===== src/rtl/core/assert_macros.svh =====
// Assertion macros for the mesh vertex normal averager RTL.
`ifndef ASSERT_MACROS_SVH
`define ASSERT_MACROS_SVH
`ifndef SYNTH
`define ASSERT_NEVER(lbl, cond) \
  lbl: assert property (@(posedge clk) disable iff (!rst_n) !(cond)) \
    else $error("assertion failed");
`define ASSERT_NEXT(lbl, ante, cons) \
  lbl: assert property (@(posedge clk) disable iff (!rst_n) (ante) |=> (cons)) \
    else $error("assertion failed");
`else
`define ASSERT_NEVER(lbl, cond)
`define ASSERT_NEXT(lbl, ante, cons)
`endif
`endif


===== src/rtl/core/mnva_pkg.sv =====
// Shared constants, types and functions of the mesh vertex normal averager.
package mnva_pkg;

  localparam int MAX_VERTICES = 1024;
  localparam int VI_W         = 10;
  localparam int MAX_CORNERS  = 4;
  localparam int CORNER_LIM   = (MAX_CORNERS < 4) ? MAX_CORNERS : 4;
  localparam int MAX_SHARED   = 255;
  localparam int CNT_W        = 8;
  localparam int POS_W        = 32;
  localparam int SUM_W        = 40;
  localparam int NRM_W        = 32;
  localparam int EMAG_W       = 30;
  localparam int PROD_W       = 60;
  localparam int CM_W         = 62;
  localparam int MUL_W        = 32;
  localparam int DVD_W        = 64;
  localparam int DSR_W        = 32;
  localparam int RAD_W        = 64;
  localparam int ROOT_W       = 32;
  localparam int OP_W         = 2;
  localparam int CC_W         = 3;
  localparam int FRAC_W       = 30;

  localparam logic KIND_FACE   = 1'b0;
  localparam logic KIND_VERTEX = 1'b1;

  typedef enum logic [OP_W-1:0] {
    OP_WRITE = 2'd0,
    OP_FACE  = 2'd1,
    OP_READ  = 2'd2,
    OP_NONE  = 2'd3
  } op_t;

  typedef enum logic [4:0] {
    ST_CLEAR, ST_IDLE, ST_RDA, ST_RDB, ST_RDC, ST_EDGE,
    ST_MUL_GO, ST_MUL_WT, ST_CROSS, ST_NORM, ST_SQ_GO, ST_SQ_WT,
    ST_SQRT_GO, ST_SQRT_WT, ST_DIV_GO, ST_DIV_WT, ST_ACC_RD, ST_ACC_WR,
    ST_VR_RD, ST_VR_CHK, ST_OUT
  } state_t;

  function automatic logic [2:0] pair_a(input logic [2:0] k);
    logic [2:0] r;
    case (k)
      3'd0: r = 3'd1;
      3'd1: r = 3'd2;
      3'd2: r = 3'd2;
      3'd3: r = 3'd0;
      3'd4: r = 3'd0;
      3'd5: r = 3'd1;
      default: r = 3'd0;
    endcase
    return r;
  endfunction

  function automatic logic [2:0] pair_b(input logic [2:0] k);
    logic [2:0] r;
    case (k)
      3'd0: r = 3'd5;
      3'd1: r = 3'd4;
      3'd2: r = 3'd3;
      3'd3: r = 3'd5;
      3'd4: r = 3'd4;
      3'd5: r = 3'd3;
      default: r = 3'd0;
    endcase
    return r;
  endfunction

endpackage


===== src/rtl/core/mnva_sqrt.sv =====
// Integer square root, one root bit (two radicand bits) per cycle.
module mnva_sqrt (
  input  logic                         clk,
  input  logic                         rst_n,
  input  logic                         start,
  input  logic [mnva_pkg::RAD_W-1:0]   radicand,
  output logic                         done,
  output logic [mnva_pkg::ROOT_W-1:0]  root
);
  import mnva_pkg::*;

  logic [ROOT_W+2:0]         rem_r, rs, trial;
  logic [RAD_W-1:0]          rad_r;
  logic [ROOT_W-1:0]         root_r;
  logic [$clog2(ROOT_W)-1:0] cnt_r;
  logic                      run_r, done_r, ge;

  always_comb begin
    rs    = {rem_r[ROOT_W:0], rad_r[RAD_W-1 -: 2]};
    trial = {1'b0, root_r, 2'b01};
    ge    = (rs >= trial);
  end

  always_ff @(posedge clk) begin
    if (!rst_n) begin
      run_r  <= 1'b0;
      done_r <= 1'b0;
      cnt_r  <= '0;
    end else begin
      done_r <= 1'b0;
      if (start) begin
        run_r <= 1'b1;
        cnt_r <= '0;
      end else if (run_r) begin
        cnt_r <= cnt_r + 1'b1;
        if (cnt_r == $clog2(ROOT_W)'(ROOT_W - 1)) begin
          run_r  <= 1'b0;
          done_r <= 1'b1;
        end
      end
    end
  end

  always_ff @(posedge clk) begin
    if (start) begin
      rem_r  <= '0;
      rad_r  <= radicand;
      root_r <= '0;
    end else if (run_r) begin
      rem_r  <= ge ? (rs - trial) : rs;
      root_r <= {root_r[ROOT_W-2:0], ge};
      rad_r  <= rad_r << 2;
    end
  end

  assign done = done_r;
  assign root = root_r;

endmodule


===== config.mk =====
export PLATFORM = sky130hd
export DESIGN_NAME = mnva_sqrt
export DESIGN_NICKNAME = d
export VERILOG_FILES = /design/src/rtl/core/assert_macros.svh /design/src/rtl/core/mnva_pkg.sv /design/src/rtl/core/mnva_sqrt.sv
export SDC_FILE = /design/constraint.sdc
export NUM_CORES = 1
export LEC_CHECK = 0
export BUFFER_PORTS_ARGS = -buffer_cell sky130_fd_sc_hd__buf_2
export CORE_MARGIN = 4
export CORE_UTILIZATION = 25
export CTS_BUF_LIST = sky130_fd_sc_hd__clkbuf_2 sky130_fd_sc_hd__clkbuf_4 sky130_fd_sc_hd__clkbuf_8
export DETAILED_ROUTE_END_ITERATION = 16
export GPL_TIMING_DRIVEN = 1
export MAX_ROUTING_LAYER = met4
export SYNTH_ARGS = -nofsm -noshare
export SYNTH_HDL_FRONTEND = slang
export SYNTH_SLANG_ARGS = --single-unit

===== constraint.sdc =====
create_clock -name clk -period 3.7 [get_ports clk]
set_input_delay 0.185 -clock clk [delete_from_list [all_inputs] [get_ports clk]]
set_output_delay 0.185 -clock clk [all_outputs]
set_load 0.01 [all_outputs]

* After elaboration in Yosys (flattened, before gate mapping)
Cells that the tools add are included.
** Operators by class
- Add/sub/neg operators :: 2
- Multipliers :: 0
- Div/mod/pow operators :: 0
- Magnitude comparators :: 1
- Equality and inequality tests :: 1
- Shift operators :: 0
- Multiplexer cells :: 7
- Bitwise logic cells :: 2
- Reductions and logical operators :: 3
** Operators with widths (count)
- $mux W64 :: 2
- $ge A35 B34 Y1 :: 1
- $mux W33 :: 1
- $sub A33 B33 Y33 :: 1
- $add A5 B1 Y5 const B :: 1
- $eq A5 B5 Y1 const B :: 1
- $mux W1 :: 4
- $reduce_or A3 Y1 :: 1
- $not A1 Y1 :: 2
- $reduce_bool A2 Y1 :: 1
- $reduce_or A2 Y1 :: 1
** Storage, ports and cells
- Flip-flop bits (word level) :: 136
- Bits in latches :: 0
- Bits in writable memories :: 0
- ROM bits :: 0
- Output and inout bits :: 33
- Word-level logic and storage cells :: 22
- Memories kept :: 0

* Logic depth before layout (Yosys ltp)
- Word-level depth :: 4
- Gate-level depth with buffers :: 13
- Depth with buffers taken out :: 10

* Worst setup path before layout
No wires, ideal clock.
- Path kind :: flip-flop to flip-flop
- Start :: register root_r[15] (netlist: root[15])
- End :: register rem_r[32]
- Setup time :: 91 ps
- Arrival time :: 2905 ps
- Data required time :: 3609 ps
- Path slack :: 704 ps
- Stages on the path, launching flop included :: 11
- Buffers on the path :: 0
- Clock period less this slack :: 2996 ps
- Path through :: dfxtp_1 > inv_1 > ha_1 > a21o_1 > a211o_1 > or3_1 > o21ba_1 > a221oi_4 > o221ai_2 > mux2_4 > a311oi_1
** Between the ends
- Word-level cells in the longest chain between the ends :: 2
** Ends and longest elaborated chain
- from (decl) :: RTL line mnva_sqrt.sv:14 : logic [ROOT_W-1:0] root_r;
- from (signal assigned) :: RTL line mnva_sqrt.sv:51 : root_r <= {root_r[ROOT_W-2:0], ge};
- $sub A33 B33 Y33 / $ge A35 B34 Y1 (equally long branches) :: RTL line mnva_sqrt.sv:50, mnva_sqrt.sv:21
- $mux W33 * :: RTL line mnva_sqrt.sv:50 : rem_r <= ge ? (rs - trial) : rs;
- to (signal assigned) :: RTL line mnva_sqrt.sv:50
- to (decl) :: RTL line mnva_sqrt.sv:12 : logic [ROOT_W+2:0] rem_r, rs, trial;
Mark *: on every way between the ends. The rest lies on a longest branch, timed or not.
A chain may end at the register's enable or synchronous reset.

* Worst setup path after layout
- Start :: register root_r[1] (netlist: root[1])
- End :: register rem_r[25]
The elaborated chain is that of the path after synthesis.

==> impl_metrics.ini <==
[status]
status = complete, no violations

[setup_path]
worstPathRequired_ns = 4.07
worstPathMaxFanout = 4
critPathKind = flop to flop
r2r_slack_ns = 0.36
worstPathArrival_ns = 3.72
end_kind = flop
crit_path_start_kind = flop

[timing]
fin_ws_ns = 0.355
finalSetupViolations = 0
finalCriticalPeriod_ns = 3.34
tightest_slew_ns = 1.02
hold_violations = 0
drv_slew = 0
rsz0062_at_grt = false
timing.final.crit_share_pct = 90.4
setup_tns_ns = 0
fmax_mhz = 299
relSlewSlack_pct = 32.1
fin_skew_ns = 0.0151

[global_route]
antenna_found_initial = 3
gr-total-overflow = 0
met3_usage_pct = 4.45
grt_busiest_layer = met2
grt_pass1_wl_um = 30700
grtUsageMet1_pct = 15.0
grt_pass1_vias = 6038
grt_use_total_pct = 11.8
grt_max_degree = 86
met2_usage_pct = 17.7

[clocking]
cts_tree = yes
clk_pin_slew_ns = 0.09
clkSinkCount = 136
numCtsBuffers = 17
htreeDepth = 4
clock_latency_ns = 0.46
root_buffer = clkbuf_8
cts_buffer_depth = 2

[synthesis]
synth_fp_nets = 864
syn_area_per_cell_um2 = 9.82
synthXorXnorAreaFrac_pct = 2.70
yosys_warnings = 0
synth_edf_count = 64
async_reset_ff_share_pct = 0
synth.distinct_cells = 58
ys_seq_area_share_pct = 45.0
synth_top_family_by_area = multiplexers
synthCells = 761
netlist_area_um2 = 7470
synthSimpleGateAreaFrac_pct = 13.8
synth_compound_area_share_pct = 13.8
synth_seq_cells = 136
synthAdderAreaFrac_pct = 6.03
synthMuxAreaShare_pct = 14.1
ys.flop_type = dfxtp_1

[finish]
multiInputGateArea_um2 = 3770
fin_nets = 999
final_cell_mix = buf_2, nor2_1, nand2_1, dfxtp_1, edfxtp_1
area.sequential_um2 = 3370
final_cell_count_no_fill = 1302
synthToLayoutAreaGrowth_pct = 23.8
drive_gt1_share_pct = 23.3
fin_area_um2 = 9250
final_common_cell = buf_2
fillCellCount = 3066

[routing]
avgRoutedWirePerCell_um = 14.2
first_pass_iters = 4
ant_nets = 0
drt_iter0_markers = 292
routed_wl_um = 18500
drc = 0
vias_per_cell = 4.61
vias = 5997

[pwr]
power_density_nw_per_um2 = 581
p_leak_nw = 3.72
ir_drop_v = 0.000483

[die]
ioPinCount = 100
die_h_um = 181
die_w_um = 181
start_util_pct = 25.3
num_rows = 63
fp.dieArea_um2 = 32700
core-area_um2 = 29600

[placed_design]
gp_congestion = 0.871
placed_area_um2 = 8380
place_ws_ns = 0.233
placed_cells = 1219
io_buffers = 99
hpwl_um = 12900

[flow_run]
maxCapViolations = 0

[min_path]
hp-class = input port to flop
## sequential cells by signal, summed over array words and instances (netlist names)
name,cells
rad_r,64
rem_r,33
root,32
cnt_r,5
done,1
run_r,1
## logic make-up (layout without fill, tap and decap cells)
family / count (synthesis) / count (layout)
and+or+nand+nor: 234 / 234
AOI/OAI and AO/OA: 145 / 145
DFF: 136 / 136
muxes: 97 / 97
buffers and inverters: 90 / 238
adders and majority gates: 36 / 36
xor gates and xnor gates: 23 / 23
other: 0 / 3
## metal layers
| layer | wire length [um] | vias up | share of wire (%) |
|---|---|---|---|
| met1 | 8600 | 2805 | 46 |
| met2 | 8440 | 159 | 46 |
| met5 | 0 | - | 0 |
| met4 | 220 | 0 | 1.2 |
| met3 | 1280 | 15 | 6.9 |
| li1 | - | 3018 | - |
## timing repair
| action | 4_1_cts | 5_1_grt |
|---|---|---|
| buffers inserted | 0 | 0 |
| hold endpoints to repair | 42 | 6 |
| resized for setup | 0 | 1 |
| endpoints found under the setup margin | 0 | 1 |
| hold buffers | 42 | 6 |
## worst max-delay path: stages, from the launching register on
cell       delay (ns)
dfxtp_1          0.39
inv_1            0.06
ha_1             0.35
o21a_1           0.15
a2bb2oi_1        0.34
a211oi_2         0.19
o31a_1           0.35
o21ai_0          0.51
a21oi_1          0.14
or4_1            0.52
a311oi_1         0.26
## worst paths after layout
path | startpoint | endpoint | cells after the start
worst min-delay path | radicand[25] | rad_r[25] | 2
worst min register to register | rem_r[18] | rem_r[18] | 2
worst max register to register | root[1] | rem_r[25] | 10
worst max-delay path | root[1] | rem_r[25] | 10
## cell type report
cell class,count,share of cell area [%]
multi-input combinational,535,40.8
sequential,136,36.4
timing repair buffer,157,11.4
tap,390,5.27
clock buffer,18,2.61
inverter,49,1.99
clock inverter,14,1.49
antenna,3,0.0811
## through the flow
| step | hold slack, ns | utilization (%) | total power, mW |
|---|---|---|---|
| after floorplan | 0.339 | - | 3.59 |
| after global placement | 0.441 | 28.4 | 4.12 |
| after detailed placement | 0.453 | 28.4 | 4.14 |
| after CTS | 0.000171 | 31.1 | 5.40 |
| after global routing | 0.000281 | 31.3 | 5.77 |
| final | 0.0247 | 31.3 | 5.37 |
## cells in the mapped netlist, types with 6 or more instances
cell	n	area, um^2
nand2_1	75	282
xnor2_1	16	140
o21ai_0	25	125
a211oi_1	6	45.0
clkbuf_1	29	109
ha_1	36	450
dfxtp_1	72	1440
nand4_1	7	43.8
buf_1	6	22.5
a21oi_1	33	165
or3_1	8	50.1
mux2_2	62	698
nand3_1	18	90.1
edfxtp_1	64	1920
inv_1	48	180
a21o_1	13	97.6
o21bai_1	6	45.0
a311oi_1	25	219
nor3_1	10	50.1
nor2_1	88	330
mux2i_1	34	340
xor2_1	7	61.3
and3_1	6	37.5
## power by group
| group | internal [mW] | total, mW | switching [mW] |
|---|---|---|---|
| Sequential | 1.75 | 1.85 | 0.0989 |
| Combinational | 0.956 | 2.31 | 1.36 |
| Clock | 0.554 | 1.21 | 0.659 |
Note: power is estimated with default switching activity, not from simulation.
