--- src/rtl/core/assert_macros.svh ---
// Assertion macros for the mesh vertex normal averager RTL.
`ifndef ASSERT_MACROS_SVH
`define ASSERT_MACROS_SVH
`ifndef SYNTH
`define ASSERT_NEVER(lbl, cond) \
  lbl: assert property (@(posedge clk) disable iff (!rst_n) !(cond)) \
    else $error("assertion failed");
`define ASSERT_NEXT(lbl, ante, cons) \
  lbl: assert property (@(posedge clk) disable iff (!rst_n) (ante) |=> (cons)) \
    else $error("assertion failed");
`else
`define ASSERT_NEVER(lbl, cond)
`define ASSERT_NEXT(lbl, ante, cons)
`endif
`endif

--- src/rtl/core/mnva_pkg.sv ---
// Shared constants, types and functions of the mesh vertex normal averager.
package mnva_pkg;

  localparam int MAX_VERTICES = 1024;
  localparam int VI_W         = 10;
  localparam int MAX_CORNERS  = 4;
  localparam int CORNER_LIM   = (MAX_CORNERS < 4) ? MAX_CORNERS : 4;
  localparam int MAX_SHARED   = 255;
  localparam int CNT_W        = 8;
  localparam int POS_W        = 32;
  localparam int SUM_W        = 40;
  localparam int NRM_W        = 32;
  localparam int EMAG_W       = 30;
  localparam int PROD_W       = 60;
  localparam int CM_W         = 62;
  localparam int MUL_W        = 32;
  localparam int DVD_W        = 64;
  localparam int DSR_W        = 32;
  localparam int RAD_W        = 64;
  localparam int ROOT_W       = 32;
  localparam int OP_W         = 2;
  localparam int CC_W         = 3;
  localparam int FRAC_W       = 30;

  localparam logic KIND_FACE   = 1'b0;
  localparam logic KIND_VERTEX = 1'b1;

  typedef enum logic [OP_W-1:0] {
    OP_WRITE = 2'd0,
    OP_FACE  = 2'd1,
    OP_READ  = 2'd2,
    OP_NONE  = 2'd3
  } op_t;

  typedef enum logic [4:0] {
    ST_CLEAR, ST_IDLE, ST_RDA, ST_RDB, ST_RDC, ST_EDGE,
    ST_MUL_GO, ST_MUL_WT, ST_CROSS, ST_NORM, ST_SQ_GO, ST_SQ_WT,
    ST_SQRT_GO, ST_SQRT_WT, ST_DIV_GO, ST_DIV_WT, ST_ACC_RD, ST_ACC_WR,
    ST_VR_RD, ST_VR_CHK, ST_OUT
  } state_t;

  function automatic logic [2:0] pair_a(input logic [2:0] k);
    logic [2:0] r;
    case (k)
      3'd0: r = 3'd1;
      3'd1: r = 3'd2;
      3'd2: r = 3'd2;
      3'd3: r = 3'd0;
      3'd4: r = 3'd0;
      3'd5: r = 3'd1;
      default: r = 3'd0;
    endcase
    return r;
  endfunction

  function automatic logic [2:0] pair_b(input logic [2:0] k);
    logic [2:0] r;
    case (k)
      3'd0: r = 3'd5;
      3'd1: r = 3'd4;
      3'd2: r = 3'd3;
      3'd3: r = 3'd5;
      3'd4: r = 3'd4;
      3'd5: r = 3'd3;
      default: r = 3'd0;
    endcase
    return r;
  endfunction

endpackage

--- src/rtl/core/mnva_div.sv ---
// Restoring unsigned divider, one quotient bit per cycle.
module mnva_div (
  input  logic                        clk,
  input  logic                        rst_n,
  input  logic                        start,
  input  logic [mnva_pkg::DVD_W-1:0]  dividend,
  input  logic [mnva_pkg::DSR_W-1:0]  divisor,
  output logic                        done,
  output logic [mnva_pkg::DVD_W-1:0]  quotient
);
  import mnva_pkg::*;

  logic [DSR_W:0]           rem_r, sh, diff;
  logic [DVD_W-1:0]         quo_r;
  logic [DSR_W-1:0]         dsr_r;
  logic [$clog2(DVD_W)-1:0] cnt_r;
  logic                     run_r, done_r, ge;

  always_comb begin
    sh   = {rem_r[DSR_W-1:0], quo_r[DVD_W-1]};
    diff = sh - {1'b0, dsr_r};
    ge   = (sh >= {1'b0, dsr_r});
  end

  always_ff @(posedge clk) begin
    if (!rst_n) begin
      run_r  <= 1'b0;
      done_r <= 1'b0;
      cnt_r  <= '0;
    end else begin
      done_r <= 1'b0;
      if (start) begin
        run_r <= 1'b1;
        cnt_r <= '0;
      end else if (run_r) begin
        cnt_r <= cnt_r + 1'b1;
        if (cnt_r == $clog2(DVD_W)'(DVD_W - 1)) begin
          run_r  <= 1'b0;
          done_r <= 1'b1;
        end
      end
    end
  end

  always_ff @(posedge clk) begin
    if (start) begin
      rem_r <= '0;
      quo_r <= dividend;
      dsr_r <= divisor;
    end else if (run_r) begin
      rem_r <= ge ? diff : sh;
      quo_r <= {quo_r[DVD_W-2:0], ge};
    end
  end

  assign done     = done_r;
  assign quotient = quo_r;

endmodule

--- config.mk ---
export PLATFORM = sky130hd
export DESIGN_NAME = mnva_div
export DESIGN_NICKNAME = d
export VERILOG_FILES = /design/src/rtl/core/assert_macros.svh /design/src/rtl/core/mnva_pkg.sv /design/src/rtl/core/mnva_div.sv
export SDC_FILE = /design/constraint.sdc
export NUM_CORES = 1
export LEC_CHECK = 0
export CORE_MARGIN = 2
export CORE_UTILIZATION = 30
export CTS_CLUSTER_DIAMETER = 30
export DETAILED_ROUTE_END_ITERATION = 10
export DONT_BUFFER_PORTS = 1
export PLACE_DENSITY_LB_ADDON = 0.05
export SYNTH_ARGS = -nofsm -noshare
export SYNTH_HDL_FRONTEND = slang
export SYNTH_SLANG_ARGS = --single-unit
--- constraint.sdc ---
create_clock -name clk -period 2.88 [get_ports clk]
set_input_delay 0.576 -clock clk [delete_from_list [all_inputs] [get_ports clk]]
set_output_delay 0.576 -clock clk [all_outputs]
set_load 0.01 [all_outputs]
* Word level (Yosys, flattened, before mapping)
Cells that the tools add are included.
Word-level totals: bits in registers 136, latch bits 0, RAM bits 0, memory bits (read-only) 0, memories kept 0
Cells by class: add/sub/neg operators 2, multipliers 0, divide/modulo/power cells 0, magnitude comparators 1, equality and inequality tests 1, shifts and indexed selects 0, mux-type cells 7, bitwise logic cells 2, reductions and logical operators 3
Operators by type and width (number):
- 64-bit two-way mux | 2
- 33-bit by 32-bit >= comparator with 1-bit output | 1
- 32-bit two-way mux | 1
- 32-bit subtractor | 1
- 6-bit by 1-bit adder with 6-bit output, second input constant | 1
- 6-bit equality test, second input constant | 1
- 1-bit two-way mux | 4
- 3-bit OR reduction | 1
- 1-bit inverter | 2
- 2-bit nonzero test | 1
- 2-bit OR reduction | 1

* Logic depth before layout (Yosys ltp)
depth after elaboration 4, gate-level depth with buffers 13, mapped depth without buffers 11

* Worst setup path before layout
Ideal clock, no wire load.
kind input-to-reg, start point in start, end point reg quo_r[0] (netlist: quotient[0]), enable pin, library setup time 0.423 ns, arrival time 2.357 ns, data required time 2.457 ns, path slack 0.100 ns, cell stages on the path 4, path buffers 2, cell sequence clkbuf_1 -> buf_6 -> inv_1 -> nand2_1
On the way: word-level cells in the longest chain between the ends 1
RTL lines:
- start: declaration | line mnva_div.sv:5 | input logic start,
- 2-bit nonzero test (no line)
- end signal: assignment | line mnva_div.sv:48 | quo_r <= dividend;
- end signal: assignment | line mnva_div.sv:52 | quo_r <= {quo_r[DVD_W-2:0], ge};
- end: declaration | line mnva_div.sv:14 | logic [DVD_W-1:0] quo_r;
No other way between the ends. A chain may end at the register's enable or synchronous reset.

* Worst setup path in the final report
start point reg dsr_r[3], end point reg rem_r[31]
On the way: word-level cells in the longest chain between the ends 2
RTL lines:
- start: declaration | line mnva_div.sv:15 | logic [DSR_W-1:0] dsr_r;
- start signal: assignment | line mnva_div.sv:49 | dsr_r <= divisor;
- 32-bit subtractor / 33-bit by 32-bit >= comparator with 1-bit output (equally long branches) | line mnva_div.sv:21, mnva_div.sv:22
- 32-bit two-way mux * | line mnva_div.sv:51 | rem_r <= ge ? diff : sh;
- end signal: assignment | line mnva_div.sv:51
- end: declaration | line mnva_div.sv:13 | logic [DSR_W:0] rem_r, sh, diff;
Mark *: on every way between the ends. The rest lies on a longest branch, timed or not.

==> run metrics <==
drt initial violations 208; share of the cycle needed by the critical path after routing 98.0%; category of the worst setup path capture point flop; overflow left after global routing 0; maximum number of pins on one net before global-route repair 129; post-synthesis sequential area ratio 49.6%; first-pass GRT wire length 28700 um; Top Usage Layer GRT met2; smallest hold slack 0.228 ns; Worst Slack Setup Final 0.0564 ns; die boundary height 161 um; Power Dens Cells 669 nW/um2; area fraction of the dominant cell type after synthesis 38.8%; number of search-and-repair iterations in the first detailed-routing pass 4; core region area 24300 um2; effective utilization at floorplan 30.5%; proportion of power drawn by flip-flops and latches 42.7%; total net switching power 1.74 mW; clk buf depth 2; I/O pin count 164; CTS sink cnt 136; cell-internal power 4.07 mW; TritonCTS clock tree yes; family with the most delay on the worst path compound AO/OA/AOI/OAI gates; average via count per standard cell 5.01; post-synthesis instance area 7420 um2; remaining max-slew budget at the tightest pin 54.5%; DR WL/cell 17.4 um; largest cells by area after synthesis sky130_fd_sc_hd__edfxtp_1, sky130_fd_sc_hd__dfxtp_1, sky130_fd_sc_hd__mux2_2; Clk network pwr share 38.1%; layout cells sized above 1 24.2%; cell count after synthesis 682; Synthesis Warnings 0; cell seen most often among critical-path stages sky130_fd_sc_hd__a221o_1; synthesized flop and latch total 136; number of endpoints with negative hold slack in the final report 0; Port Buffer Count 0; Antenna Nets Post-Route 0; FFs w/ async S/R, synth 0%; count of cell types in the netlist 71; full die area 26000 um2; switching share of power 29.9%; placed wire-length estimate after detailed placement 12300 um; Peak supply drop 304 uV; startpoint class of the critical path flop; worst-path cell with the longest stage delay sky130_fd_sc_hd__edfxtp_1; Worst EP required 3.20 ns; final weighted congestion in routability-driven placement 0.748; number of rows created at floorplan 57; total vias in the final route 5183; routed wire length 18000 um; Worst-path clk slew 0.07 ns; maximum clock skew at final layout 0.0125 ns; number of global-route vias before repair 5396; H-tree depth 4; min Tclk post-route 2.82 ns; synthesis-to-finish area growth 16.9%; Post-synth EDFFs 96; pin slew with the least headroom to its limit 0.683 ns; Max Slew Vio Count 0; Post-synth top flop sky130_fd_sc_hd__edfxtp_1; Peak Freq 354 MHz; Core Util, Final 35.7%; number of antenna violations at the first check in global routing 1; status completed; total nets after synthesis 815; synthesized area divided by synthesized cell count 10.9 um2; crit path kind reg2reg; number of max-capacitance violations reported 0; total routing resource utilization after global routing 13.8%; setup violators final 0; Skew-Pair Late Insertion Delay 0.42 ns; final routed DRC violation total 0; Crit Path Max Fanout 5; Nets 830; met2 track demand over resource in global routing 22.0%; met3 Track Usage GR 5.44%; number of buffers added by the clock tree synthesis step 17; worst stage delay on the critical path 0.36 ns; Yosys top cell by area sky130_fd_sc_hd__edfxtp_1; logic gate share of total power 19.2%; type of the worst min-delay path in2reg; Leak 3.20 nW; met1 capacity usage during global routing 17.5%; clock root buffer sky130_fd_sc_hd__clkbuf_16; cell-by-cell listing of the critical path inv_1 > ha_2 > and2_4 > a221o_1 > o2111ai_2 > o2111a_2 > o21ai_2 > a221o_1 > mux2_4 > nor4_2; Worst EP arrival 3.15 ns; die width 161 um; Buf+Inv Stages, Crit Path 1; Placement Setup Slack 0.0360 ns
==> registers in the layout (all words and copies together) (netlist names) <==
| name | flops |
|---|---|
| cnt_r | 6 |
| run_r | 1 |
| rem_r | 32 |
| dsr_r | 32 |
| quotient | 64 |
| done | 1 |
==> cells in the mapped netlist (2+ instances only) <==
cell type	n
sky130_fd_sc_hd__a211oi_1	4
sky130_fd_sc_hd__a21boi_0	2
sky130_fd_sc_hd__a21o_1	6
sky130_fd_sc_hd__a21oi_1	35
sky130_fd_sc_hd__a221o_1	2
sky130_fd_sc_hd__a311oi_1	23
sky130_fd_sc_hd__a31oi_1	5
sky130_fd_sc_hd__and2_1	2
sky130_fd_sc_hd__and3_1	5
sky130_fd_sc_hd__and3_2	2
sky130_fd_sc_hd__and4_1	2
sky130_fd_sc_hd__buf_2	8
sky130_fd_sc_hd__buf_6	4
sky130_fd_sc_hd__clkbuf_1	16
sky130_fd_sc_hd__clkbuf_8	3
sky130_fd_sc_hd__dfxtp_1	40
sky130_fd_sc_hd__edfxtp_1	96
sky130_fd_sc_hd__ha_1	33
sky130_fd_sc_hd__inv_1	49
sky130_fd_sc_hd__mux2_2	65
sky130_fd_sc_hd__mux2i_1	2
sky130_fd_sc_hd__nand2_1	72
sky130_fd_sc_hd__nand2b_1	6
sky130_fd_sc_hd__nand3_1	11
sky130_fd_sc_hd__nand4_1	8
sky130_fd_sc_hd__nor2_1	52
sky130_fd_sc_hd__nor2b_1	4
sky130_fd_sc_hd__nor3_1	6
sky130_fd_sc_hd__nor3b_1	5
sky130_fd_sc_hd__nor4_1	3
sky130_fd_sc_hd__o2111a_1	2
sky130_fd_sc_hd__o2111ai_2	2
sky130_fd_sc_hd__o211ai_1	6
sky130_fd_sc_hd__o21a_1	6
sky130_fd_sc_hd__o21ai_0	21
sky130_fd_sc_hd__o21ai_1	3
sky130_fd_sc_hd__o21ai_2	3
sky130_fd_sc_hd__o21bai_1	4
sky130_fd_sc_hd__o311a_1	2
sky130_fd_sc_hd__o31ai_1	3
sky130_fd_sc_hd__o41ai_1	2
sky130_fd_sc_hd__or2_2	2
sky130_fd_sc_hd__or3_1	7
sky130_fd_sc_hd__xnor2_1	15
sky130_fd_sc_hd__xor2_1	7
==> cell usage in the layout, fill, tap and decap left out, drive strengths merged, types with 3 or more instances in the layout <==
master	Yosys	layout
o211ai	6	6
nor2b	4	4
xnor2	15	15
and3	7	7
a311oi	23	23
xor2	7	7
o21a	6	6
nand2b	6	6
clkinv	0	3
inv	49	59
or3	7	7
nand2	72	72
a21o	6	6
ha	33	33
o21bai	4	4
o2111a	3	3
nand4	8	8
nor2	52	52
a21oi	36	36
edfxtp	96	96
nor3	6	6
o21ai	27	27
a21boi	4	4
nor4	3	3
nand3	11	11
a31oi	5	5
and2	4	4
nor3b	5	5
o31ai	3	3
buf	12	27
a211oi	4	4
clkbuf	19	17
dfxtp	40	40
mux2	66	66
and4	4	4
==> stage by stage <==
stage	instance area (um2)	power (mW)	std cells	setup TNS [ns]
floorplan	7420	3.28	682	0
global placement	7880	3.58	1000	0
detailed placement	7880	3.57	1000	0
CTS	8470	5.83	1032	0
global route	8670	6.11	1034	-0.0313
finish	8680	5.80	1035	0
==> power by group through the flow <==
stage	Clock [mW]	Sequential (mW)	Combinational, mW
6_report	2.21	2.48	1.11
5_1_grt	2.36	2.50	1.25
4_1_cts	2.29	2.48	1.06
3_5_place_dp	0	2.51	1.05
3_3_place_gp	0	2.52	1.06
2_1_floorplan	0	2.48	0.800
==> path summary, 6_finish.rpt <==
path / from / end / slack (ns) / cells after the start
hold / removal: start / rem_r[5] / 0.23 / 1
setup reg to reg: dsr_r[3] / rem_r[31] / 0.06 / 10
hold reg to reg: cnt_r[5] / cnt_r[5] / 0.48 / 2
setup / recovery: dsr_r[3] / rem_r[31] / 0.06 / 10
==> timing repair <==
action	CTS	global route
setup endpoints to repair	0	23
hold buffers	0	0
resized for setup	0	37
setup buffers	0	2
==> worst register-to-register path: cells and delay by family, from the launching register on <==
family,cells,cell delay (ns)
AO/OA/AOI/OAI,5,1.24
multiplexers,1,0.31
buffers and inverters,1,0.07
flip-flops,1,0.36
adder cells (fa/ha/maj),1,0.30
AND/OR/NAND/NOR,2,0.44
==> cells by family after synthesis <==
logic type | Yosys count | synth area share [%]
DFF | 136 | 49.6
adders and majority gates | 34 | 5.83
xor gates and xnor gates | 22 | 2.60
and+or+nand+nor | 195 | 12.5
muxes | 68 | 10.3
AOI/OAI and AO/OA | 147 | 14.2
buffers and inverters | 80 | 4.99
==> layer usage <==
| metal | up-vias | share of wire, % |
|---|---|---|
| met4 | 0 | 1.0 |
| li1 | 2557 | - |
| met1 | 2483 | 45 |
| met5 | - | 0 |
| met2 | 131 | 46 |
| met3 | 12 | 7.7 |
==> area by class of cell <==
class | instances | area (um2)
inverters | 49 | 184
clock inverters | 15 | 159
repair buffers | 27 | 253
well taps | 324 | 405
clock buffers | 17 | 425
fillers | 2438 | 15600
flip-flops and latches | 136 | 3680
diodes | 1 | 2.50
multi-input cells | 466 | 3560
Note: power is estimated with default switching activity, not from simulation.
