### config.mk
export PLATFORM = sky130hd
export DESIGN_NAME = mnva_mul
export DESIGN_NICKNAME = d
export VERILOG_FILES = /design/src/rtl/core/assert_macros.svh /design/src/rtl/core/mnva_pkg.sv /design/src/rtl/core/mnva_mul.sv
export SDC_FILE = /design/constraint.sdc
export NUM_CORES = 1
export LEC_CHECK = 0
export BUFFER_PORTS_ARGS = -buffer_cell sky130_fd_sc_hd__buf_2
export CORE_MARGIN = 2
export CORE_UTILIZATION = 59
export CTS_CLUSTER_DIAMETER = 40
export DETAILED_ROUTE_END_ITERATION = 16
export PLACE_DENSITY = 0.93
export SLEW_MARGIN = 30
export SYNTH_ARGS = -nofsm -noshare
export SYNTH_HDL_FRONTEND = slang
export SYNTH_SLANG_ARGS = --single-unit
### constraint.sdc
create_clock -name clk -period 3.4 [get_ports clk]
set_clock_uncertainty 0.1 [all_clocks]
set_input_delay 0.17 -clock clk [delete_from_list [all_inputs] [get_ports clk]]
set_output_delay 0.17 -clock clk [all_outputs]
set_load 0.02 [all_outputs]
### src/rtl/core/assert_macros.svh
// Assertion macros for the mesh vertex normal averager RTL.
`ifndef ASSERT_MACROS_SVH
`define ASSERT_MACROS_SVH
`ifndef SYNTH
`define ASSERT_NEVER(lbl, cond) \
  lbl: assert property (@(posedge clk) disable iff (!rst_n) !(cond)) \
    else $error("assertion failed");
`define ASSERT_NEXT(lbl, ante, cons) \
  lbl: assert property (@(posedge clk) disable iff (!rst_n) (ante) |=> (cons)) \
    else $error("assertion failed");
`else
`define ASSERT_NEVER(lbl, cond)
`define ASSERT_NEXT(lbl, ante, cons)
`endif
`endif

### src/rtl/core/mnva_pkg.sv
// Shared constants, types and functions of the mesh vertex normal averager.
package mnva_pkg;

  localparam int MAX_VERTICES = 1024;
  localparam int VI_W         = 10;
  localparam int MAX_CORNERS  = 4;
  localparam int CORNER_LIM   = (MAX_CORNERS < 4) ? MAX_CORNERS : 4;
  localparam int MAX_SHARED   = 255;
  localparam int CNT_W        = 8;
  localparam int POS_W        = 32;
  localparam int SUM_W        = 40;
  localparam int NRM_W        = 32;
  localparam int EMAG_W       = 30;
  localparam int PROD_W       = 60;
  localparam int CM_W         = 62;
  localparam int MUL_W        = 32;
  localparam int DVD_W        = 64;
  localparam int DSR_W        = 32;
  localparam int RAD_W        = 64;
  localparam int ROOT_W       = 32;
  localparam int OP_W         = 2;
  localparam int CC_W         = 3;
  localparam int FRAC_W       = 30;

  localparam logic KIND_FACE   = 1'b0;
  localparam logic KIND_VERTEX = 1'b1;

  typedef enum logic [OP_W-1:0] {
    OP_WRITE = 2'd0,
    OP_FACE  = 2'd1,
    OP_READ  = 2'd2,
    OP_NONE  = 2'd3
  } op_t;

  typedef enum logic [4:0] {
    ST_CLEAR, ST_IDLE, ST_RDA, ST_RDB, ST_RDC, ST_EDGE,
    ST_MUL_GO, ST_MUL_WT, ST_CROSS, ST_NORM, ST_SQ_GO, ST_SQ_WT,
    ST_SQRT_GO, ST_SQRT_WT, ST_DIV_GO, ST_DIV_WT, ST_ACC_RD, ST_ACC_WR,
    ST_VR_RD, ST_VR_CHK, ST_OUT
  } state_t;

  function automatic logic [2:0] pair_a(input logic [2:0] k);
    logic [2:0] r;
    case (k)
      3'd0: r = 3'd1;
      3'd1: r = 3'd2;
      3'd2: r = 3'd2;
      3'd3: r = 3'd0;
      3'd4: r = 3'd0;
      3'd5: r = 3'd1;
      default: r = 3'd0;
    endcase
    return r;
  endfunction

  function automatic logic [2:0] pair_b(input logic [2:0] k);
    logic [2:0] r;
    case (k)
      3'd0: r = 3'd5;
      3'd1: r = 3'd4;
      3'd2: r = 3'd3;
      3'd3: r = 3'd5;
      3'd4: r = 3'd4;
      3'd5: r = 3'd3;
      default: r = 3'd0;
    endcase
    return r;
  endfunction

endpackage

### src/rtl/core/mnva_mul.sv
// Bit-serial shift-add unsigned multiplier, one multiplier bit per cycle.
module mnva_mul (
  input  logic                           clk,
  input  logic                           rst_n,
  input  logic                           start,
  input  logic [mnva_pkg::MUL_W-1:0]     a,
  input  logic [mnva_pkg::MUL_W-1:0]     b,
  output logic                           done,
  output logic [2*mnva_pkg::MUL_W-1:0]   product
);
  import mnva_pkg::*;

  logic [2*MUL_W-1:0]       acc_r, mcand_r;
  logic [MUL_W-1:0]         mplier_r;
  logic [$clog2(MUL_W)-1:0] cnt_r;
  logic                     run_r, done_r;

  always_ff @(posedge clk) begin
    if (!rst_n) begin
      run_r  <= 1'b0;
      done_r <= 1'b0;
      cnt_r  <= '0;
    end else begin
      done_r <= 1'b0;
      if (start) begin
        run_r <= 1'b1;
        cnt_r <= '0;
      end else if (run_r) begin
        cnt_r <= cnt_r + 1'b1;
        if (cnt_r == $clog2(MUL_W)'(MUL_W - 1)) begin
          run_r  <= 1'b0;
          done_r <= 1'b1;
        end
      end
    end
  end

  always_ff @(posedge clk) begin
    if (start) begin
      acc_r    <= '0;
      mcand_r  <= {{MUL_W{1'b0}}, a};
      mplier_r <= b;
    end else if (run_r) begin
      if (mplier_r[0]) begin
        acc_r <= acc_r + mcand_r;
      end
      mcand_r  <= mcand_r << 1;
      mplier_r <= mplier_r >> 1;
    end
  end

  assign done    = done_r;
  assign product = acc_r;

endmodule

# [Word-level counts from Yosys, hierarchy flattened]
# Cells that the tools add are included.
[op_classes] n_addsub=2 n_eq_ne=1 n_mux=8 bitwise_logic=2 reduce_logical=4
[ops] operator="$mux W32" count=4
[ops] operator="$add A64 B64 Y64" count=1
[ops] operator="$add A5 B1 Y5 const B" count=1
[ops] operator="$eq A5 B5 Y1 const B" count=1
[ops] operator="$mux W1" count=4
[ops] operator="$reduce_or A3 Y1" count=1
[ops] operator="$not A1 Y1" count=2
[ops] operator="$reduce_and A2 Y1" count=1
[ops] operator="$reduce_bool A2 Y1" count=1
[ops] operator="$reduce_or A2 Y1" count=1
[word_totals] reg_bits=167 inputBits=67 output_inout_bits=65 word_cells=24

# [Logic depth before layout (Yosys ltp)]
# Gate-level depths: netlist of the first run.
[depth] word_depth=4 mapped_depth=12 mapped_depth_nobuf=12

# [Worst setup path after synthesis of the first run]
# Ideal clock, no wire load.
[synth_timing] kind="register to register" startpoint="register acc_r[1], in the netlist product[1]" endpoint="register acc_r[59], in the netlist product[59]" setup_time_ns=0.122 t_arrival_ns=2.688 required_ns=3.178 slack_ns=0.490 path_stages_with_launch=12 n_path_buf=0 synth_period_minus_slack_ns=2.910 cell_sequence="dfxtp_1 > ha_1 > a211oi_2 > o21bai_2 > o211a_1 > a221oi_4 > o21ai_2 > a32oi_1 > and2b_1 > o21ai_1 > nor4b_1 > a311o_1"
[synth_between] elab_chain_len=1
[synth_rtl] element="start, declared" line_no="mnva_mul.sv:13" source="logic [2*MUL_W-1:0] acc_r, mcand_r;"
[synth_rtl] element="start signal, assigned" line_no="mnva_mul.sv:45" source="acc_r <= acc_r + mcand_r;"
[synth_rtl] element="$add A64 B64 Y64" line_no="mnva_mul.sv:45"
# No other way between the ends.
# A chain may end at the register's enable or synchronous reset.

# [Worst setup path in the final report of the first run]
[layout_timing] startpoint="register mcand_r[0]" endpoint="register acc_r[44], in the netlist product[44]"
[layout_between] elab_chain_len=1
[layout_rtl] element="start, declared" line_no="mnva_mul.sv:13"
[layout_rtl] element="start signal, assigned" line_no="mnva_mul.sv:41" source="mcand_r <= {{MUL_W{1'b0}}, a};"
[layout_rtl] element="start signal, assigned" line_no="mnva_mul.sv:47" source="mcand_r <= mcand_r << 1;"
[layout_rtl] element="$add A64 B64 Y64" line_no="mnva_mul.sv:45"
# No other way between the ends.

==> results of run 1 <==
## logic make-up after synthesis
group,Yosys count,share of synthesized area [%]
flops,167,39.6
simple gates,331,15.1
buf+inv,82,3.18
fa+ha+maj,66,8.28
compound gates,287,18.5
xor+xnor,57,4.96
mux,97,10.4
## power breakdown
group	switching [mW]	internal, mW
sequential	0.0723	2.21
combinational	0.545	0.404
clock	0.952	0.993
total	1.57	3.61
## through the flow
step	setup TNS, ns	utilization, %
2_1_floorplan	0	-
3_3_place_gp	0	65.2
3_5_place_dp	0	65.2
4_1_cts	0	72.7
5_1_grt	-0.0229	72.9
6_report	0	72.9
## layer usage
layer | routed length [µm] | track usage (%)
met5 | 0 | 0
met4 | 852 | 13.3
met1 | 10400 | 35.4
met2 | 12700 | 48.8
met3 | 2090 | 6.42
## cells in the final DEF, fill, tap and decap left out, types with 24 or more instances in the layout
master and n:
o21ai_0 28, nand4_1 24, dfxtp_1 102, mux2i_1 35
ha_1 65, mux2_2 62, nand2_1 154, nor2_1 70
dlygate4sd3_1 65, a21o_1 35, buf_2 130, a21oi_1 109
edfxtp_1 64, xnor2_1 38
## worst paths after layout
check,slack (ns),endpoint,depth (start not counted),startpoint
max reg2reg,0.16,product[44],12,mcand_r[0]
min reg2reg,0.37,product[18],2,product[18]
min,0.12,mcand_r[59],3,start
max,0.16,product[44],12,mcand_r[0]
## state kept, by name, indices dropped and copies added, names as in the netlist
name	cells
cnt_r	5
done	1
mcand_r	64
mplier_r	32
product	64
run_r	1
## layout make-up
| type | instances | area, µm² | share of cell area (%) |
|---|---|---|---|
| Clock inverter | 15 | 169 | 1.39 |
| Tap cell | 220 | 275 | 2.27 |
| Multi-Input combinational cell | 838 | 5790 | 47.7 |
| Clock buffer | 17 | 425 | 3.51 |
| Sequential cell | 167 | 3990 | 32.8 |
| Inverter | 14 | 52.6 | 0.433 |
| Timing Repair Buffer | 211 | 1430 | 11.8 |
## critical path, stage by stage, from the launching register on
cell and delay (ns):
edfxtp_1 0.39, ha_1 0.25, fa_1 0.44, a211o_1 0.34, o211ai_1 0.21, a211o_1 0.23, a211oi_2 0.11, o21ai_4 0.26
or2_1 0.14, nand3_1 0.12, a41oi_1 0.27, xor2_1 0.16, o21ai_1 0.09
## timing repair
| action | in CTS | in global routing |
|---|---|---|
| resized for setup | 0 | 8 |
| hold endpoints to repair | 68 | 0 |
| endpoints found under the setup margin | 0 | 14 |
| hold buffers | 65 | 0 |
| setup buffers | 0 | 1 |
==> flow_summary_export.csv, run 1 <==
group,metric,value,unit
drt,vias,9038,
yosys,synth_top_area_cell,"dfxtp_1",
yosys,synth_cell_types,75,
global_routing,grt_pass1_wl,41.9,mm
timing,tightest_slew,0.852,ns
floorplanning,initial_core_util,60.5,%
clock_tree,cts_tree,"built",
timing,setup_viol,0,
timing,drv_slew,0,
place,dp_slack,0.180,ns
yosys,syn_area_per_cell,9.26,µm²
setup_path,cp_data_required_time,3.62,ns
yosys,synth_top_area_share,20.5,%
yosys,synthFlopType,"dfxtp_1",
yosys,synthArstFlopShare,0,%
global_routing,grt-ovfl-total,0,
timing,relSlewSlack,43.2,%
timing,period_minus_slack,3.24,ns
clock_tree,cts_made_buffers,17,
place,hpwl,16.9,mm
clock_tree,cts_sinks,167,
clock_tree,root_buffer,"clkbuf_16",
drt,vias_per_cell,6.10,
global_routing,grt_pass1_vias,8639,
run,max-cap-violations,0,
drt,drtPass1Iterations,6,
clock_tree,path_clk_slew,0.08,ns
yosys,syn-cell-area,10100,µm²
yosys,synth-edff-count,64,
finish,layout.nets,1382,
drt,drc,0,
floorplanning,die_w,135,µm
clock_tree,clock_latency,0.45,ns
finish,fin_area,12100,µm²
place,port_buffers,131,
yosys,yosysMostFrequentCell,"nand2_1",
setup_path,cp-end-kind,"flip-flop",
finish,syn_to_final_growth,20.6,%
yosys,synth-seq-area-share,39.6,%
yosys,synth_seq_cells,167,
floorplanning,die_y,135,µm
power_and_ir_drop,p_per_area,427,nW/µm²
global_routing,antenna_found_initial,0,
drt,ant_nets,0,
place,dpl_cell_area,10900,µm²
place,dp_cells,1384,
setup_path,critPathMaxFanout,5,
floorplanning,ios,132,
clock_tree,h-tree-depth,4,
floorplanning,fp-row-count,47,
global_routing,grt_start_max_net_pins,109,
power_and_ir_drop,p_leak,5.21,nW
finish,drive_above_1_share,21.1,%
yosys,ys_warn_count,0,
finish,final_cells,1482,
floorplanning,core,16600,µm²
drt,routed_wl,26.0,mm
setup_path,setup.worst_path.class,"reg -> reg",
global_routing,grt_util_all_layers,28.9,%
timing,timing.fmax,309,MHz
min_path,hold_class,"in -> reg",
place,gp_congestion,0.935,
power_and_ir_drop,finalPower,5.18,mW
yosys,synthesis.instances,1087,
setup_path,crit_arrival,3.46,ns
clock_tree,cts_buffer_depth,2,
setup_path,cp-start-kind,"flip-flop",
yosys,yosys-top-cells-area,"dfxtp_1 (20%), edfxtp_1 (19%), ha_1 (8.1%)",
finish,fill_cells,1137,
yosys,synth_commonest_cells,"nand2_1 (155), a21oi_1 (110), dfxtp_1 (103)",
floorplanning,die_area,18100,µm²
drt,wl_per_cell,17.6,µm
timing,post-route-period-util,95.3,%
timing,whs,0.124,ns
status,status,"finished, final reports clean",
power_and_ir_drop,ir_drop,380,µV
finish,diodes,0,
timing,timing.final.ws_setup,0.159,ns
yosys,synth_fp_nets,1220,
drt,first_iter_violations,865,
timing,report.final.hold_viol_count,0,
(Power assumes the default switching activity.)
==> run 2: changes to the inputs <==
--- a/config.mk
+++ b/config.mk
@@ -6,7 +6,7 @@
 export NUM_CORES = 1
 export LEC_CHECK = 0
 export BUFFER_PORTS_ARGS = -buffer_cell sky130_fd_sc_hd__buf_2
-export CORE_MARGIN = 2
+export CORE_MARGIN = 1
 export CORE_UTILIZATION = 59
 export CTS_CLUSTER_DIAMETER = 40
 export DETAILED_ROUTE_END_ITERATION = 16
==> run 2 against run 1 <==
  * Sequential share of layout area about the same
  * Sequential power about the same
  * Critical path depth decreased by 1
  * Worst setup slack improved by 0.020 ns
  * Global-route usage increased by 1.1 points
  * Utilization about the same
  * Largest power group unchanged
  * Clock-buffer cell count unchanged
==> flow_summary_export.csv, run 2 (synthesis results as in run 1) <==
group,metric,value,unit
status,status,"finished, final reports clean",
floorplanning,fp-row-count,47,
global_routing,antenna_found_initial,0,
setup_path,r2r_setup_slack,0.18,ns
drt,drc,0,
place,dp_cells,1384,
setup_path,critPathMaxFanout,7,
power_and_ir_drop,sw_frac_of_total,30.5,%
finish,diodes,0,
setup_path,cp-start-kind,"flip-flop",
floorplanning,core,16600,µm²
timing,post-route-period-util,94.7,%
power_and_ir_drop,power_frac_clock,37.9,%
setup_path,crit_chain,"ha_1, and3_1, a221oi_1, o211ai_1, a21oi_1, o21ai_2, a32oi_1, and2b_1, o21ai_1, nor4b_1, a311o_1",
finish,layout.nets,1381,
power_and_ir_drop,p_switching,1.59,mW
drt,drtPass1Iterations,5,
setup_path,cp_data_required_time,3.63,ns
setup_path,crit_family,"compound AO/OA/AOI/OAI gates",
timing,grt_setup_unrepaired,"false",
clock_tree,cts_sinks,167,
timing,drv_slew,0,
setup_path,rr_endpoint,"product[59]",
clock_tree,cts_buffer_depth,2,
global_routing,grt_pass1_vias,8936,
min_path,hold_path_startpoint,"start",
drt,first_iter_violations,676,
place,hpwl,17.4,mm
setup_path,path_depth,11,
global_routing,use_met3,6.63,%
setup_path,critical_path_buf_inv_count,0,
power_and_ir_drop,p_int,3.62,mW
timing,period_minus_slack,3.22,ns
timing,tightest_slew,0.864,ns
clock_tree,clock_latency,0.44,ns
timing,timing.final.ws_setup,0.179,ns
drt,ant_nets,0,
floorplanning,initial_core_util,60.5,%
floorplanning,die_w,133,µm
min_path,whs_endpoint,"mcand_r[54]",
drt,vias,9061,
setup_path,setup.worst_path.class,"reg -> reg",
global_routing,grt-ovfl-total,0,
place,dp_slack,0.194,ns
clock_tree,root_buffer,"clkbuf_16",
timing,report.final.hold_viol_count,0,
setup_path,reg2reg_depth,11,
power_and_ir_drop,combPwrFrac,18.1,%
global_routing,grt_pass1_wl,42.6,mm
place,gp_congestion,0.949,
finish,final_common_cell,"nand2_1",
finish,syn_to_final_growth,20.5,%
min_path,whs_path_depth,2,
drt,routed_wl,26.1,mm
global_routing,use_met2,51.6,%
setup_path,cp-end-kind,"flip-flop",
place,port_buffers,131,
drt,vias_per_cell,6.12,
clock_tree,post_cts_buffers,0,
power_and_ir_drop,p_per_area,429,nW/µm²
clock_tree,cts_made_buffers,17,
global_routing,busiest_layer,"met2",
power_and_ir_drop,p_leak,5.20,nW
timing,timing.fmax,310,MHz
setup_path,cp_slowest_cell,"edfxtp_1",
clock_tree,path_clk_slew,0.07,ns
place,dpl_cell_area,10900,µm²
finish,final_cell_mix,"nand2_1 (154), buf_2 (130), a21oi_1 (110)",
finish,utilization,72.9,%
run,max-cap-violations,0,
timing,setup_viol,0,
drt,wl_per_cell,17.7,µm
power_and_ir_drop,ir_drop,384,µV
global_routing,grt_start_max_net_pins,65,
finish,drive_above_1_share,20.9,%
timing,relSlewSlack,42.4,%
finish,fin_area,12100,µm²
global_routing,use_met1,35.8,%
global_routing,grt_util_all_layers,30.0,%
floorplanning,ios,132,
timing,finalSetupTns,0,ns
floorplanning,die_area,17600,µm²
floorplanning,die_y,133,µm
min_path,hold_class,"in -> reg",
setup_path,r2r_start,"mcand_r[13]",
finish,final_cells,1481,
setup_path,crit_arrival,3.45,ns
clock_tree,h-tree-depth,4,
clock_tree,cts_tree,"built",
power_and_ir_drop,pwr-share-seq,44.1,%
setup_path,critPathMaxStageDelay,0.41,ns
==> run 2: changes by cell type in the layout (fill, tap and decap cells not counted), sizes merged <==
cell	previous run	this run
buf	146	145
clkinv	6	8
clkinvlp	0	2
inv	23	19
==> run 2: worst max-delay path by stage <==
stage / from / end / slack (ns)
final: mcand_r[13] / product[59] / 0.18
after global placement: mcand_r[0] / product[44] / 0.31
after CTS: mcand_r[0] / product[60] / 0.14
after global routing: mcand_r[0] / product[50] / 0.0007
after floorplan: product[1] / product[59] / 0.49
after detailed placement: mcand_r[2] / product[59] / 0.19
==> run 2: area by class of cell <==
cell class	count	area, µm²
clock inverter	15	186
tap	220	275
timing repair buffer	210	1430
fill	1151	4510
multi-input combinational	838	5780
clock buffer	17	425
sequential	167	3990
inverter	14	52.6
==> run 2: per-stage QoR <==
step	hold slack [ns]	total power, mW
floorplan	0.224	2.95
global placement	0.343	3.15
detailed placement	0.356	3.18
CTS	0.147	5.18
global route	0.179	5.39
finish	0.158	5.21
==> run 2: layer usage <==
metal / share of wire [%] / wire length (µm) / up-vias
met3: 6.9 / 1810 / 81
met4: 3.1 / 823 / 0
li1: - / - / 4291
met1: 40 / 10500 / 4305
met2: 50 / 13000 / 384
met5: 0 / 0 / -
==> run 2: power groups by stage <==
stage | Clock, mW | Combinational (mW) | Sequential (mW)
after floorplan | 0 | 0.606 | 2.34
final | 1.97 | 0.940 | 2.29
after global routing | 2.07 | 1.02 | 2.30
after detailed placement | 0 | 0.848 | 2.33
after global placement | 0 | 0.821 | 2.33
after CTS | 1.98 | 0.915 | 2.29
==> run 2: repair_timing <==
item | 4_1_cts | 5_1_grt
resized for setup | 0 | 4
hold buffers | 65 | 0
hold endpoints to repair | 67 | 0
endpoints found under the setup margin | 0 | 8
==> run 3: changes to the inputs <==
--- a/config.mk
+++ b/config.mk
@@ -5,12 +5,13 @@
 export SDC_FILE = /design/constraint.sdc
 export NUM_CORES = 1
 export LEC_CHECK = 0
-export BUFFER_PORTS_ARGS = -buffer_cell sky130_fd_sc_hd__buf_2
+export CAP_MARGIN = 20
 export CORE_MARGIN = 1
-export CORE_UTILIZATION = 59
+export CORE_UTILIZATION = 62
 export CTS_CLUSTER_DIAMETER = 40
 export DETAILED_ROUTE_END_ITERATION = 16
-export PLACE_DENSITY = 0.93
+export DONT_BUFFER_PORTS = 1
+export PLACE_DENSITY = 0.9
 export SLEW_MARGIN = 30
 export SYNTH_ARGS = -nofsm -noshare
 export SYNTH_HDL_FRONTEND = slang
==> run 3 against run 2 <==
  * Power about the same
  * Worst setup slack got worse by 0.076 ns
  * First-iteration DRC count rose by 0.89%
  * Register-to-register slack got worse by 0.08 ns
  * Maximum frequency fell by 2.3%
  * Design area is 4.3% lower
  * Critical path depth increased by 1
  * Final cell count down 8.0%
  * Critical endpoint is now product[44]
  * Largest power group unchanged
==> flow_summary_export.csv, run 3 (synthesis results as in run 1) <==
group,metric,value,unit
setup_path,cp-start-kind,"flip-flop",
clock_tree,path_clk_slew,0.07,ns
drt,first_iter_violations,682,
floorplanning,core,15900,µm²
power_and_ir_drop,ir_drop,479,µV
global_routing,grt_pass1_wl,40.6,mm
timing,tightest_slew,0.752,ns
floorplanning,ios,132,
clock_tree,cts_sinks,167,
floorplanning,initial_core_util,63.4,%
drt,wl_per_cell,18.8,µm
clock_tree,cts_tree,"built",
place,dpl_cell_area,10300,µm²
timing,post-route-period-util,97.0,%
place,port_buffers,0,
run,max-cap-violations,0,
setup_path,crit_arrival,3.52,ns
status,status,"finished, final reports clean",
clock_tree,cts_buffer_depth,2,
clock_tree,h-tree-depth,4,
place,dp_slack,0.0815,ns
drt,vias,8477,
timing,report.final.hold_viol_count,0,
drt,drc,0,
finish,multi_input_area,5810,µm²
finish,register_area,3990,µm²
setup_path,setup.worst_path.class,"reg -> reg",
timing,relSlewSlack,49.9,%
power_and_ir_drop,p_per_area,448,nW/µm²
clock_tree,root_buffer,"clkbuf_16",
drt,ant_nets,0,
place,gp_congestion,0.935,
setup_path,critPathMaxFanout,5,
global_routing,grt_util_all_layers,31.2,%
place,hpwl,16.3,mm
global_routing,antenna_found_initial,0,
timing,whs,0.139,ns
global_routing,grt_pass1_vias,8275,
drt,drtPass1Iterations,5,
timing,timing.fmax,303,MHz
place,dp_cells,1263,
clock_tree,clock_latency,0.45,ns
floorplanning,fp-row-count,46,
finish,final_common_cell,"nand2_1",
finish,drive_above_1_share,13.0,%
finish,final_cells,1363,
power_and_ir_drop,p_leak,4.69,nW
global_routing,grt-ovfl-total,0,
timing,period_minus_slack,3.30,ns
timing,setup_viol,0,
finish,fill_cells,1138,
floorplanning,die_area,16700,µm²
finish,syn_to_final_growth,15.4,%
finish,final_cell_mix,"nand2_1 (154), a21oi_1 (110), dfxtp_1 (102)",
drt,routed_wl,25.6,mm
timing,drv_slew,0,
floorplanning,die_w,129,µm
setup_path,cp_data_required_time,3.62,ns
global_routing,grt_start_max_net_pins,156,
min_path,hold_class,"in -> reg",
timing,timing.final.ws_setup,0.103,ns
finish,diodes,0,
finish,fin_area,11600,µm²
clock_tree,cts_made_buffers,17,
setup_path,cp-end-kind,"flip-flop",
floorplanning,die_y,129,µm
drt,vias_per_cell,6.22,
finish,layout.nets,1267,
==> run 3: metrics by stage <==
| step | setup TNS [ns] | power [mW] | utilization, % |
|---|---|---|---|
| final | 0 | 5.20 | 73.1 |
| after global routing | -0.0107 | 5.37 | 73.1 |
| after CTS | 0 | 5.15 | 72.7 |
| after detailed placement | 0 | 3.10 | 64.7 |
| after global placement | 0 | 3.07 | 64.7 |
| after floorplan | 0 | 2.95 | - |
==> run 3: cell type report <==
type / count / share of cell area (%)
tap: 216 / 2.33
sequential: 167 / 34.3
multi-input combinational: 838 / 50.0
clock buffer: 18 / 3.70
inverter: 14 / 0.453
timing repair buffer: 96 / 7.80
clock inverter: 14 / 1.39
==> run 3: worst max-delay path: stages, from the launching register on <==
cell and delay (ns):
edfxtp_1 0.40, ha_1 0.25, fa_1 0.44, a211o_1 0.34
o211ai_1 0.21, a211o_1 0.22, a211oi_2 0.09, o21ai_2 0.32
or2_1 0.16, nand3_1 0.13, a41oi_1 0.27, xor2_1 0.17
o21ai_1 0.07
==> run 3: repair_timing <==
item | CTS | global route
hold buffers | 66 | 1
setup endpoints to repair | 0 | 8
gates resized for setup | 0 | 7
endpoints found under the hold margin | 163 | 1
setup buffers | 0 | 1
==> run 3: power breakdown <==
part	internal (mW)	switching [mW]	leakage (nW)
logic	0.379	0.506	2.93
registers	2.22	0.0998	1.48
clock network	1.10	0.896	0.287
==> run 3: worst paths after layout <==
| kind | end | cells past startpoint | start | slack [ns] |
|---|---|---|---|---|
| max | product[44] | 12 | mcand_r[0] | 0.10 |
| min | product[6] | 2 | start | 0.14 |
| max reg2reg | product[44] | 12 | mcand_r[0] | 0.10 |
| min reg2reg | cnt_r[3] | 2 | cnt_r[3] | 0.41 |
==> run 3: layer usage <==
metal	GRT usage [%]	vias to the layer above	share of wire (%)
li1	-	4057	-
met1	36.3	3990	40
met2	53.4	359	49
met3	9.25	71	7.5
met4	13.5	0	3.3
met5	0	-	0
